File: src/hdl/dba_pkg.sv
// Shared types, constants and helpers for the disk block allocator.
package dba_pkg;

    // Store geometry
    localparam int NUM_BLOCKS = 128;
    localparam int MAX_LENGTH = 63;
    localparam int BLK_W      = $clog2(NUM_BLOCKS);
    localparam int LEN_W      = 6;
    localparam int WORD_W     = 16;
    localparam int WBIT_W     = $clog2(WORD_W);
    localparam int NUM_WORDS  = NUM_BLOCKS / WORD_W;
    localparam int WADDR_W    = $clog2(NUM_WORDS);

    // Request commands
    localparam logic CMD_ALLOC = 1'b0;
    localparam logic CMD_CLEAR = 1'b1;

    // Allocation modes
    localparam logic MODE_CONTIG  = 1'b0;
    localparam logic MODE_INDEXED = 1'b1;

    // Result status codes
    typedef enum logic [1:0] {
        ST_OK   = 2'd0,
        ST_BUSY = 2'd1,
        ST_RUN  = 2'd2,
        ST_FULL = 2'd3
    } status_t;

    // Controller states
    typedef enum logic [2:0] {
        S_IDLE,
        S_START,
        S_CHECK,
        S_MARK,
        S_FETCH,
        S_LOAD,
        S_SCAN
    } state_t;

    // Access request from the controller to the bitmap store
    typedef struct packed {
        logic               clear;
        logic               rd_en;
        logic [WADDR_W-1:0] rd_addr;
        logic               wr_en;
        logic [WADDR_W-1:0] wr_addr;
        logic [WORD_W-1:0]  wr_data;
    } map_req_t;

    // Lowest free bit of one bitmap word
    typedef struct packed {
        logic              found;
        logic [WBIT_W-1:0] idx;
    } free_t;

    function automatic free_t find_free(input logic [WORD_W-1:0] w);
        free_t r;
        r.found = 1'b0;
        r.idx   = '0;
        for (int i = WORD_W - 1; i >= 0; i--) begin
            if (!w[i]) begin
                r.found = 1'b1;
                r.idx   = WBIT_W'(i);
            end
        end
        return r;
    endfunction

endpackage

File: src/hdl/dba_ram.sv
// Generic simple dual-port RAM, one write and one registered read port.
module dba_ram #(
    parameter int DATA_W = 16,
    parameter int ADDR_W = 3
) (
    input  logic              clk,
    input  logic              wr_en,
    input  logic [ADDR_W-1:0] wr_addr,
    input  logic [DATA_W-1:0] wr_data,
    input  logic              rd_en,
    input  logic [ADDR_W-1:0] rd_addr,
    output logic [DATA_W-1:0] rd_data
);

    localparam int DEPTH = 1 << ADDR_W;

    logic [DATA_W-1:0] mem [DEPTH];
    logic [DATA_W-1:0] q_reg;

    always_ff @(posedge clk)
    begin
        if (wr_en)
        begin
            mem[wr_addr] <= wr_data;
        end
        if (rd_en)
        begin
            q_reg <= mem[rd_addr];
        end
    end

    assign rd_data = q_reg;

endmodule

File: src/hdl/dba_map.sv
// Block bitmap store: word RAM plus per-word valid bits, so a clear needs no RAM pass.
module dba_map (
    input  logic                           clk,
    input  logic                           rst_n,
    input  dba_pkg::map_req_t              req,
    output logic [dba_pkg::WORD_W-1:0]     rd_word
);
    import dba_pkg::*;

    logic [NUM_WORDS-1:0] vld_reg;
    logic [NUM_WORDS-1:0] vld_next;
    logic                 rd_vld_reg;
    logic [WORD_W-1:0]    ram_q;

    dba_ram #(
        .DATA_W (WORD_W),
        .ADDR_W (WADDR_W)
    ) u_ram (
        .clk     (clk),
        .wr_en   (req.wr_en),
        .wr_addr (req.wr_addr),
        .wr_data (req.wr_data),
        .rd_en   (req.rd_en),
        .rd_addr (req.rd_addr),
        .rd_data (ram_q)
    );

    // Word valid bits: a word never written since reset or the last clear reads as free
    always_comb
    begin
        vld_next = vld_reg;
        if (req.clear)
        begin
            vld_next = '0;
        end
        else if (req.wr_en)
        begin
            vld_next[req.wr_addr] = 1'b1;
        end
    end

    always_ff @(posedge clk or negedge rst_n)
    begin
        if (!rst_n)
        begin
            vld_reg    <= '0;
            rd_vld_reg <= 1'b0;
        end
        else
        begin
            vld_reg <= vld_next;
            if (req.rd_en)
            begin
                rd_vld_reg <= vld_reg[req.rd_addr];
            end
        end
    end

    assign rd_word = rd_vld_reg ? ram_q : '0;

endmodule

File: src/hdl/dba_ctrl.sv
// Request sequencer: run check, run marking, free-block scan and result register.
module dba_ctrl (
    input  logic                            clk,
    input  logic                            rst_n,
    input  logic                            cfg_we,
    input  logic                            cfg_wdata,
    input  logic                            in_valid,
    output logic                            in_ready,
    input  logic                            command,
    input  logic [dba_pkg::BLK_W-1:0]       start_block,
    input  logic [dba_pkg::LEN_W-1:0]       length,
    output logic                            out_valid,
    input  logic                            out_ready,
    output logic [1:0]                      status,
    output logic [dba_pkg::BLK_W-1:0]       block,
    output logic                            last,
    output dba_pkg::map_req_t               map_req,
    input  logic [dba_pkg::WORD_W-1:0]      rd_word
);
    import dba_pkg::*;

    state_t              state_reg, state_next;
    logic                mode_reg;
    logic [BLK_W-1:0]    start_reg, start_next;
    logic [BLK_W:0]      end_reg, end_next;
    logic [LEN_W-1:0]    cnt_reg, cnt_next;
    logic [WADDR_W-1:0]  cw_reg, cw_next;
    logic [WORD_W-1:0]   wbuf_reg, wbuf_next;
    logic                out_valid_reg, out_valid_next;
    status_t             status_reg, status_next;
    logic [BLK_W-1:0]    block_reg, block_next;
    logic                last_reg, last_next;

    logic                accept;
    logic                out_free;
    logic [WADDR_W-1:0]  start_word;
    logic [WBIT_W-1:0]   start_bit;
    logic [BLK_W:0]      end_m1;
    logic [WADDR_W-1:0]  last_word;
    logic                rng_bad;
    logic                over;
    logic                busy;
    logic [WORD_W-1:0]   run_mask;
    logic                hit;
    logic                at_last;
    logic [WORD_W-1:0]   excl;
    free_t               fr;
    logic                at_top;

    logic                emit;
    status_t             emit_status;
    logic [BLK_W-1:0]    emit_block;
    logic                emit_last;

    // Shared conditions
    assign in_ready   = (state_reg == S_IDLE);
    assign accept     = in_valid && in_ready;
    assign out_free   = !out_valid_reg || out_ready;
    assign start_word = start_reg[BLK_W-1:WBIT_W];
    assign start_bit  = start_reg[WBIT_W-1:0];
    assign end_m1     = end_reg - (BLK_W+1)'(1);
    assign last_word  = end_m1[BLK_W-1:WBIT_W];
    assign rng_bad    = ({1'b0, start_reg} >= (BLK_W+1)'(NUM_BLOCKS))
                        || (cnt_reg > LEN_W'(MAX_LENGTH));
    assign over       = end_reg > (BLK_W+1)'(NUM_BLOCKS);
    assign busy       = rd_word[start_bit];
    assign hit        = (rd_word & run_mask) != '0;
    assign at_last    = (cw_reg == last_word);
    assign excl       = (cw_reg == '0) ? WORD_W'(1) : '0;
    assign fr         = find_free(wbuf_reg | excl);
    assign at_top     = (cw_reg == WADDR_W'(NUM_WORDS - 1));

    // Bits of the current word that fall inside the requested run
    always_comb
    begin
        logic [BLK_W:0] idx;
        for (int i = 0; i < WORD_W; i++)
        begin
            idx         = {1'b0, cw_reg, WBIT_W'(i)};
            run_mask[i] = (idx >= {1'b0, start_reg}) && (idx < end_reg);
        end
    end

    // Next state
    always_comb
    begin
        state_next = state_reg;
        unique case (state_reg)
            S_IDLE:
            begin
                if (accept && command == CMD_ALLOC)
                begin
                    state_next = S_START;
                end
            end
            S_START:
            begin
                if (rng_bad || busy)
                begin
                    if (out_free) state_next = S_IDLE;
                end
                else if (mode_reg == MODE_CONTIG)
                begin
                    if (over || cnt_reg == '0)
                    begin
                        if (out_free) state_next = S_IDLE;
                    end
                    else
                    begin
                        state_next = S_CHECK;
                    end
                end
                else if (out_free)
                begin
                    state_next = (cnt_reg == '0) ? S_IDLE : S_FETCH;
                end
            end
            S_CHECK:
            begin
                if (hit)
                begin
                    if (out_free) state_next = S_IDLE;
                end
                else if (at_last)
                begin
                    state_next = S_MARK;
                end
            end
            S_MARK:
            begin
                if (at_last && out_free)
                begin
                    state_next = S_IDLE;
                end
            end
            S_FETCH:
            begin
                state_next = S_LOAD;
            end
            S_LOAD:
            begin
                state_next = S_SCAN;
            end
            S_SCAN:
            begin
                if (fr.found)
                begin
                    if (out_free && cnt_reg == LEN_W'(1)) state_next = S_IDLE;
                end
                else if (at_top)
                begin
                    if (out_free) state_next = S_IDLE;
                end
                else
                begin
                    state_next = S_FETCH;
                end
            end
            default:
            begin
                state_next = S_IDLE;
            end
        endcase
    end

    // Datapath, store accesses and result loads
    always_comb
    begin
        start_next  = start_reg;
        end_next    = end_reg;
        cnt_next    = cnt_reg;
        cw_next     = cw_reg;
        wbuf_next   = wbuf_reg;
        map_req     = '0;
        emit        = 1'b0;
        emit_status = ST_OK;
        emit_block  = start_reg;
        emit_last   = 1'b1;

        unique case (state_reg)
            S_IDLE:
            begin
                if (accept)
                begin
                    if (command == CMD_CLEAR)
                    begin
                        map_req.clear = 1'b1;
                    end
                    else
                    begin
                        start_next      = start_block;
                        end_next        = {1'b0, start_block} + (BLK_W+1)'(length);
                        cnt_next        = length;
                        cw_next         = start_block[BLK_W-1:WBIT_W];
                        map_req.rd_en   = 1'b1;
                        map_req.rd_addr = start_block[BLK_W-1:WBIT_W];
                    end
                end
            end
            S_START:
            begin
                if (rng_bad)
                begin
                    emit        = out_free;
                    emit_status = ST_RUN;
                end
                else if (busy)
                begin
                    emit        = out_free;
                    emit_status = ST_BUSY;
                end
                else if (mode_reg == MODE_CONTIG)
                begin
                    if (over)
                    begin
                        emit        = out_free;
                        emit_status = ST_RUN;
                    end
                    else if (cnt_reg == '0)
                    begin
                        emit = out_free;
                    end
                end
                else if (out_free)
                begin
                    // index block taken, scan starts at word zero
                    emit            = 1'b1;
                    emit_last       = (cnt_reg == '0);
                    map_req.wr_en   = 1'b1;
                    map_req.wr_addr = start_word;
                    map_req.wr_data = rd_word | (WORD_W'(1) << start_bit);
                    cw_next         = '0;
                end
            end
            S_CHECK:
            begin
                if (hit)
                begin
                    emit        = out_free;
                    emit_status = ST_RUN;
                end
                else if (at_last)
                begin
                    map_req.rd_en   = 1'b1;
                    map_req.rd_addr = start_word;
                    cw_next         = start_word;
                end
                else
                begin
                    map_req.rd_en   = 1'b1;
                    map_req.rd_addr = cw_reg + WADDR_W'(1);
                    cw_next         = cw_reg + WADDR_W'(1);
                end
            end
            S_MARK:
            begin
                if (!at_last || out_free)
                begin
                    map_req.wr_en   = 1'b1;
                    map_req.wr_addr = cw_reg;
                    map_req.wr_data = rd_word | run_mask;
                end
                if (at_last)
                begin
                    emit = out_free;
                end
                else
                begin
                    map_req.rd_en   = 1'b1;
                    map_req.rd_addr = cw_reg + WADDR_W'(1);
                    cw_next         = cw_reg + WADDR_W'(1);
                end
            end
            S_FETCH:
            begin
                map_req.rd_en   = 1'b1;
                map_req.rd_addr = cw_reg;
            end
            S_LOAD:
            begin
                wbuf_next = rd_word;
            end
            S_SCAN:
            begin
                if (fr.found)
                begin
                    if (out_free)
                    begin
                        wbuf_next       = wbuf_reg | (WORD_W'(1) << fr.idx);
                        map_req.wr_en   = 1'b1;
                        map_req.wr_addr = cw_reg;
                        map_req.wr_data = wbuf_next;
                        emit            = 1'b1;
                        emit_block      = {cw_reg, fr.idx};
                        emit_last       = (cnt_reg == LEN_W'(1));
                        cnt_next        = cnt_reg - LEN_W'(1);
                    end
                end
                else if (at_top)
                begin
                    emit        = out_free;
                    emit_status = ST_FULL;
                    emit_block  = '0;
                end
                else
                begin
                    cw_next = cw_reg + WADDR_W'(1);
                end
            end
            default:
            begin
                map_req = '0;
            end
        endcase
    end

    // Result register
    always_comb
    begin
        out_valid_next = out_valid_reg && !out_ready;
        status_next    = status_reg;
        block_next     = block_reg;
        last_next      = last_reg;
        if (emit)
        begin
            out_valid_next = 1'b1;
            status_next    = emit_status;
            block_next     = emit_block;
            last_next      = emit_last;
        end
    end

    always_ff @(posedge clk or negedge rst_n)
    begin
        if (!rst_n)
        begin
            state_reg     <= S_IDLE;
            mode_reg      <= MODE_CONTIG;
            out_valid_reg <= 1'b0;
        end
        else
        begin
            state_reg     <= state_next;
            out_valid_reg <= out_valid_next;
            if (cfg_we)
            begin
                mode_reg <= cfg_wdata;
            end
        end
    end

    always_ff @(posedge clk)
    begin
        start_reg  <= start_next;
        end_reg    <= end_next;
        cnt_reg    <= cnt_next;
        cw_reg     <= cw_next;
        wbuf_reg   <= wbuf_next;
        status_reg <= status_next;
        block_reg  <= block_next;
        last_reg   <= last_next;
    end

    assign out_valid = out_valid_reg;
    assign status    = status_reg;
    assign block     = block_reg;
    assign last      = last_reg;

endmodule

File: src/hdl/disk_block_allocator.sv
// Disk block allocator top level: sequencer plus bitmap store.
//
// Usage:
//   Requests enter on the in channel (in_valid/in_ready) with command,
//   start_block and length; results leave on the out channel
//   (out_valid/out_ready) as status, block and last. A clear command empties
//   the map and gives no result. alloc_mode is written through
//   cfg_we/cfg_wdata, 0 contiguous, 1 indexed; the user must write it only
//   while the block is idle, which the block itself does not enforce. One
//   request is worked at a time; in_ready is high only when idle. The map is
//   8 words of 16 bits in a RAM with a registered read port. Contiguous: a
//   refused start or an empty run is answered from the first word read; each
//   other run is read and checked word by word, then read again and marked.
//   Indexed: the index block is marked first; then each word scanned is
//   fetched and loaded, its free data blocks are taken lowest first, and a
//   word with none is stepped past. The result register lets the next
//   request be taken while a result waits; a new result holds until the
//   slot frees. Reset clears the per-word valid bits, so the whole map reads
//   free at once, with no clearing pass; alloc_mode resets to contiguous.
module disk_block_allocator (
    input  logic                        clk,
    input  logic                        rst_n,
    input  logic                        cfg_we,
    input  logic                        cfg_wdata,
    input  logic                        in_valid,
    output logic                        in_ready,
    input  logic                        command,
    input  logic [dba_pkg::BLK_W-1:0]   start_block,
    input  logic [dba_pkg::LEN_W-1:0]   length,
    output logic                        out_valid,
    input  logic                        out_ready,
    output logic [1:0]                  status,
    output logic [dba_pkg::BLK_W-1:0]   block,
    output logic                        last
);
    import dba_pkg::*;

    map_req_t          map_req;
    logic [WORD_W-1:0] rd_word;

    dba_ctrl u_ctrl (
        .clk         (clk),
        .rst_n       (rst_n),
        .cfg_we      (cfg_we),
        .cfg_wdata   (cfg_wdata),
        .in_valid    (in_valid),
        .in_ready    (in_ready),
        .command     (command),
        .start_block (start_block),
        .length      (length),
        .out_valid   (out_valid),
        .out_ready   (out_ready),
        .status      (status),
        .block       (block),
        .last        (last),
        .map_req     (map_req),
        .rd_word     (rd_word)
    );

    dba_map u_map (
        .clk     (clk),
        .rst_n   (rst_n),
        .req     (map_req),
        .rd_word (rd_word)
    );

endmodule

File: config.mk
export PLATFORM = sky130hd
export DESIGN_NAME = disk_block_allocator
export DESIGN_NICKNAME = d
export VERILOG_FILES = /design/src/hdl/dba_pkg.sv /design/src/hdl/dba_ram.sv /design/src/hdl/dba_map.sv /design/src/hdl/dba_ctrl.sv /design/src/hdl/disk_block_allocator.sv
export SDC_FILE = /design/constraint.sdc
export NUM_CORES = 1
export LEC_CHECK = 0
export BUFFER_PORTS_ARGS = -buffer_cell sky130_fd_sc_hd__buf_2
export CAP_MARGIN = 20
export CORE_UTILIZATION = 35
export CTS_CLUSTER_DIAMETER = 200
export DETAILED_ROUTE_END_ITERATION = 16
export SLEW_MARGIN = 20
export SYNTH_ARGS = -nofsm -noshare
export SYNTH_HDL_FRONTEND = slang
export SYNTH_HIERARCHICAL = 1
export SYNTH_SLANG_ARGS = --single-unit
File: constraint.sdc
create_clock -name clk -period 9.71 [get_ports clk]
set_input_delay 1.4565 -clock clk [delete_from_list [all_inputs] [get_ports clk]]
set_output_delay 1.4565 -clock clk [all_outputs]
set_load 0.02 [all_outputs]
==> results.ini, run 1 <==
[drt]
vias_per_cell=5.76
drc=0
vias=7312
drt-initial-drc-count=843
ant_nets=0
met2_wirelength_microns=12600
dr.pass1.iters=6
wl_met3_microns=1760
drt-met1-wl_microns=12400
routed.top_layer=met4
wl_per_cell_microns=21.6
drt-total-wl_microns=27500

[critical_path]
critPathKind=flip-flop to flip-flop
required_ps=9990
setup.worst_path.start_class=flip-flop
worstPathArrival_ps=5300
critPathCaptureType=flip-flop
critical_path.max_fanout=36

[clock_tree]
cts_tree=yes
clkTransAtPathRegs_ps=60
post_cts_buffers=0
clock_path_buffers=3
cts_hold_buf=0
numCtsBuffers=23
cts.repair.resized=0
root_buffer=clkbuf_16
htree_levels=1
cts.sinks=208
clock_latency_ps=540

[global_route]
grt_pass1_vias=7107
grt-ovfl-total=0
antenna_found_initial=0
grt_max_degree=45
grt_pass1_wl_microns=42400
grtUsageTotal_pct=17.6

[logic_synthesis]
yosysWarnings=6
ys_ff_latch=208
synth.area.top_cells=edfxtp_1, mux4_1, dfrtp_1
syn_nets=867
syn_area_sq_mm=0.0109
ys_seq_area_share_pct=56.6
netlist_top_cells_count=edfxtp_1, nand2_1, o21ai_0
post-synth-top-count-cell=edfxtp_1
ys.flop_type=edfxtp_1
synth_cell_types=83
synthArstFlopShare_pct=6.73
synth_edf_count=194
avgSynthCellArea_sq_um=13.2
yosysTopAreaCell=edfxtp_1
yosysTopAreaCellShare_pct=53.4
netlist_instances=826

[pwr]
ir_drop_v=0.000142
p_leak_nw=4.27
power-per-cell-area_mw_per_mm2=281

[timing]
fmax_mhz=199
hold_violations=0
worst_clock_skew_ps=16.1
setup_tns_ps=0
relSlewSlack_pct=29.1
fin_ws_ps=4680
fin_crit_sh_pct=51.8
worst-slew-pin-transition_ps=1050
rsz0062_at_grt=false
fin_crit_ps=5030
drv_slew=0
finalSetupViolCount=0

[placed_design]
finalWeightedCongestion=0.942
dpl_cell_area_sq_mm=0.0114
place_worst_setup_slack_ps=4820
io_buffers=31
dpl.hpwl_microns=18200

[floorplan]
dieArea_sq_mm=0.0319
io-pin-count=32
die_h_microns=179
core_area_sq_mm=0.0307
num_rows=64
fp.dieW_microns=179
start_util_pct=35.6

[finish]
diodes=0
layout-drive-gt1-share_pct=15.1
final-seq-area_sq_mm=0.00618
layout.nets=897
largest_reg_flops=128
multi_input_area_sq_mm=0.00437
nFillCells=2827
syn2layout_area_growth_pct=11.3
fin_area_sq_mm=0.0121

[flow_run]
drv_cap=0

[outcome]
status=finished, final reports clean

[hold_path]
hold_class=flip-flop to flip-flop

## metal layers
layer  vias up  track usage, %
li1       3330               -
met1      3643            24.5
met3        53            2.81
met2       286            28.6
met5         -               0
met4         0            4.59
## cells by family (layout without fill, tap and decap cells)
kind of cell,count (synthesis),count (layout),synth area share (%)
XOR/XNOR,11,11,0.883
buffers and inverters,69,116,3.84
multiplexers,63,63,11.4
AND/OR/NAND/NOR,246,246,11.7
AO/OA/AOI/OAI,208,208,13.1
adder cells (fa/ha/maj),21,21,2.48
flip-flops,208,208,56.6
## cells in the final DEF, fill, tap and decap left out, types with 9 or more instances in the layout
cell and n:
buf_2 31, nand3_1 19, o21ai_0 46, dfrtp_1 14, o211ai_1 14, mux2_2 17
edfxtp_1 194, nand2b_1 9, ha_1 20, nor2_1 42, a22o_1 11, inv_1 27
mux4_1 31, and2_1 25, nand2_1 75, a31oi_1 15, buf_4 15, nor3_1 12
xnor2_1 9, clkbuf_16 24, a21oi_1 43
## stage by stage
step | hold slack [ps] | power (mW) | instances | util [%]
final | 498 | 3.42 | 1269 | 39.6
after global routing | 544 | 3.59 | 1269 | 39.6
after CTS | 503 | 3.43 | 1269 | 39.6
after detailed placement | 488 | 2.58 | 1227 | 37.2
after global placement | 480 | 2.57 | 1227 | 37.2
after floorplan | 462 | 2.22 | 826 | -
## cell type report
class	instances	share of cell area (%)
multi-input cells	549	36.0
clock buffers	30	5.38
inverters	28	0.865
repair buffers	46	2.20
well taps	396	4.08
flip-flops and latches	208	50.8
clock inverters	12	0.628
## path summary, 6_finish.rpt
kind                                  start                       to  slack, ps  cells past startpoint
max                        u_ctrl/cw_reg[2]  u_map/u_ram/rd_data[11]       4680                     11
max reg2reg                u_ctrl/cw_reg[2]  u_map/u_ram/rd_data[11]       4680                     11
min in group asynchronous             rst_n         u_map/vld_reg[2]        850                      1
max in group asynchronous             rst_n          u_ctrl/mode_reg       8570                      1
min                        u_map/vld_reg[0]         u_map/vld_reg[0]        500                      2
min reg2reg                u_map/vld_reg[0]         u_map/vld_reg[0]        500                      2
## critical path, stage by stage (launching register included)
cell and delay, ps:
edfxtp_1 560, ha_1 410, a21oi_1 400, nand2_1 370
o211ai_1 310, a41oi_1 240, a2111oi_4 470, nand2_1 310
o21ai_4 210, buf_4 530, mux4_1 640, mux2_2 270
## report_power, final
part,switching (mW),internal (mW)
clock network,0.365,0.477
logic,0.753,0.466
registers,0.129,1.23
total,1.25,2.17
Power figures use the tool's default switching activity.
==> inputs of run 2 (changes only) <==
--- a/config.mk
+++ b/config.mk
@@ -5,6 +5,7 @@
 export SDC_FILE = /design/constraint.sdc
 export NUM_CORES = 1
 export LEC_CHECK = 0
+export ABC_AREA = 1
 export BUFFER_PORTS_ARGS = -buffer_cell sky130_fd_sc_hd__buf_2
 export CAP_MARGIN = 20
 export CORE_UTILIZATION = 35
==> constraint.sdc (replaced) <==
create_clock -name clk -period 4.27 [get_ports clk]
set_input_delay 0.6405 -clock clk [delete_from_list [all_inputs] [get_ports clk]]
set_output_delay 0.6405 -clock clk [all_outputs]
set_load 0.02 [all_outputs]
==> run 2 against run 1 <==
Against the previous run:
- first-iteration DRC count fell by 6.9%
- fmax rose by 33%
- register-to-register slack got worse by 4200 ps
- setup slack got worse by 4200 ps
- sequential share of layout area fell by 4.3 points
- sequential cell count did not move
==> results.ini, run 2 <==
[clock_tree]
post_cts_buffers=0  ; unchanged
cts_tree=yes
htree_levels=1  ; unchanged
clock_latency_ps=540  ; about the same
cts.sinks=208  ; unchanged
clock_path_buffers=3  ; unchanged
root_buffer=clkbuf_16
clkTransAtPathRegs_ps=60  ; about the same
cts_hold_buf=0  ; unchanged
cts.repair.resized=0  ; unchanged
numCtsBuffers=24  ; +4.3%

[logic_synthesis]
yosysTopAreaCell=edfxtp_1
synth_cell_types=48  ; -42%
synthMuxAreaShare_pct=0  ; -11 points
synthArstFlopShare_pct=6.73  ; unchanged
synth_top_family_by_area=simple AND/OR/NAND/NOR gates
synth_edf_count=194  ; unchanged
yosysTopAreaCellShare_pct=50.1  ; -3.2 points
yosysWarnings=6  ; unchanged
ys_seq_area_share_pct=53.1  ; -3.4 points
netlist_top_cells_count=nand2_1, inv_1, edfxtp_1
netlist_instances=1389  ; +68%
post-synth-top-count-cell=nand2_1
synth_simple_gate_area_share_pct=23.8  ; +12 points
avgSynthCellArea_sq_um=8.37  ; -37%
synthAdderAreaFrac_pct=2.33  ; -0.15 points
ys_ff_latch=208  ; unchanged
synth.area.top_cells=edfxtp_1, nand2_1, inv_1
synth-compound-area-share_pct=8.81  ; -4.3 points
synthXorXnorAreaFrac_pct=1.03  ; +0.15 points
syn_area_sq_mm=0.0116  ; +6.5%
ys.flop_type=edfxtp_1
syn_nets=1430  ; +65%

[floorplan]
io-pin-count=32  ; unchanged
num_rows=66  ; +3.1%
die_h_microns=184  ; +3.1%
core_area_sq_mm=0.0326  ; +6.4%
fp.dieW_microns=184  ; +3.1%
dieArea_sq_mm=0.0339  ; +6.4%
start_util_pct=35.6  ; about the same

[critical_path]
crit_chain=ha_1, nand2_1, nor2_1, nand2_1, inv_1, nor2_4, inv_1, o21a_1, nand2_1, nand4_1, nand2b_1, nor2_2, nand2_1, o2111ai_4, buf_4, nand2_1, nand3_1, nand2_1, nand2_1, nand2_1
critical_path.max_stage_delay_ps=500  ; -140 ps
r2r_cells=20  ; +9
r2r_setup_slack_ps=480  ; -4210 ps
setup.worst_path.start_class=flip-flop
worst_path_dominant_cell_family=simple AND/OR/NAND/NOR gates
critPathCaptureType=flip-flop
r2r_end=u_map/u_ram/rd_data[7]
required_ps=4550  ; -5440 ps
slowest_stage=edfxtp_1
critPathKind=flip-flop to flip-flop
critPathBufInv=3  ; +2
rr_startpoint=u_ctrl/cw_reg[2]
worstPathArrival_ps=4080  ; -1220 ps
startpoint=u_ctrl/cw_reg[2]
critical_path.max_fanout=24  ; -33%
cp.depth=20  ; +9
path_common_cell=nand2_1

[timing]
rsz0062_at_grt=false
worst_clock_skew_ps=16.2  ; +0.0436 ps
fmax_mhz=264  ; +33%
setup_tns_ps=0  ; unchanged
relSlewSlack_pct=44.7  ; +16 points
drv_slew=0  ; unchanged
fin_crit_sh_pct=88.8  ; +37 points
worst-slew-pin-transition_ps=829  ; -224 ps
hold_ws_ps=11.1  ; -487 ps
finalSetupViolCount=0  ; unchanged
hold_violations=0  ; unchanged
fin_crit_ps=3790  ; -1230 ps

[global_route]
grt-ovfl-total=0  ; unchanged
grt_pass1_vias=8862  ; +25%
grt_pass1_wl_microns=49900  ; +18%
antenna_found_initial=0  ; unchanged
grt_max_degree=45  ; unchanged
grtUsageTotal_pct=19.2  ; +1.6 points

[drt]
dr.pass1.iters=6  ; unchanged
vias_per_cell=4.85  ; -16%
drc=0  ; unchanged
wl_per_cell_microns=16.8  ; -22%
ant_nets=0  ; unchanged
drt-total-wl_microns=31900  ; +16%
drt-initial-drc-count=785  ; -6.9%
vias=9223  ; +26%

[finish]
utilization_pct=40.7  ; +1.1 points
multi_input_area_sq_mm=0.00421  ; -3.6%
final_common_cell=nand2_1
largest_reg_flops=128  ; unchanged
diodes=0  ; unchanged
layout.nets=1481  ; +65%
final-seq-area_sq_mm=0.00618  ; unchanged
fin_area_sq_mm=0.0133  ; +9.3%
layout-drive-gt1-share_pct=9.19  ; -5.9 points
nFillCells=3255  ; +15%
syn2layout_area_growth_pct=14.2
final_cell_mix=nand2_1, inv_1, edfxtp_1

[placed_design]
io_buffers=31  ; unchanged
dpl.hpwl_microns=22200  ; +22%
dpl_cell_area_sq_mm=0.0125  ; +9.2%
finalWeightedCongestion=0.952  ; +1.1%

[pwr]
p_sw_mw=3.34  ; +170%
power-per-cell-area_mw_per_mm2=626  ; +120%
pwr-share-clk_pct=25.0  ; +0.4 points
power.total_mw=8.31  ; +140%
ir_drop_v=0.000425  ; +200%
internal_power_mw=4.97  ; +130%
swShare_pct=40.2  ; +3.7 points
p_leak_nw=6.04  ; +42%
combPwrFrac_pct=39.5  ; +3.9 points
seq_power_share_pct=35.5  ; -4.2 points

[hold_path]
hold_class=input port to asynchronous set/reset pin

[flow_run]
drv_cap=0  ; unchanged

[outcome]
status=finished, final reports clean

run 2: final cells by class:
cell class                      count  area share, %
Sequential cell                   208           46.5
Multi-Input combinational cell    869           31.7
Inverter                          273           7.72
Clock buffer                       31           4.87
Tap cell                          442           4.17
Timing Repair Buffer               64           3.79
Clock inverter                     13           1.19
run 2: through the flow:
stage	setup WS [ps]	std cells
floorplan	945	1389
global placement	498	1856
detailed placement	527	1856
CTS	512	1900
global route	199	1900
finish	477	1900
run 2: cell families after synthesis:
logic type | count (synthesis)
adder cells (fa/ha/maj) | 21
XOR/XNOR | 12
buffers and inverters | 312
AND/OR/NAND/NOR | 660
flip-flops | 208
AO/OA/AOI/OAI | 176
run 2: worst max-delay path by stage:
stage	slack, ps	to
6_report	480	u_map/u_ram/rd_data[7]
5_1_grt	200	u_map/u_ram/rd_data[11]
4_1_cts	510	u_map/u_ram/rd_data[7]
3_5_place_dp	530	u_map/u_ram/rd_data[13]
3_3_place_gp	500	u_map/u_ram/rd_data[8]
2_1_floorplan	950	u_map/u_ram/mem[2][0]
run 2: power by group through the flow:
stage	sequential, mW	combinational, mW	clock, mW
finish	2.95	3.28	2.07
global route	2.98	3.67	2.21
CTS	2.95	3.27	2.12
detailed placement	2.99	3.25	0
global placement	2.99	3.25	0
floorplan	2.96	2.27	0
run 2: layer usage:
| layer | wire length [microns] | vias up | GRT usage (%) | part of all wire (%) |
|---|---|---|---|---|
| li1 | - | 4585 | - | - |
| met1 | 14500 | 4288 | 26.6 | 45 |
| met2 | 14600 | 304 | 31.0 | 46 |
| met3 | 2110 | 46 | 2.96 | 6.6 |
| met4 | 759 | 0 | 5.73 | 2.4 |
| met5 | 0 | - | 0 | 0 |
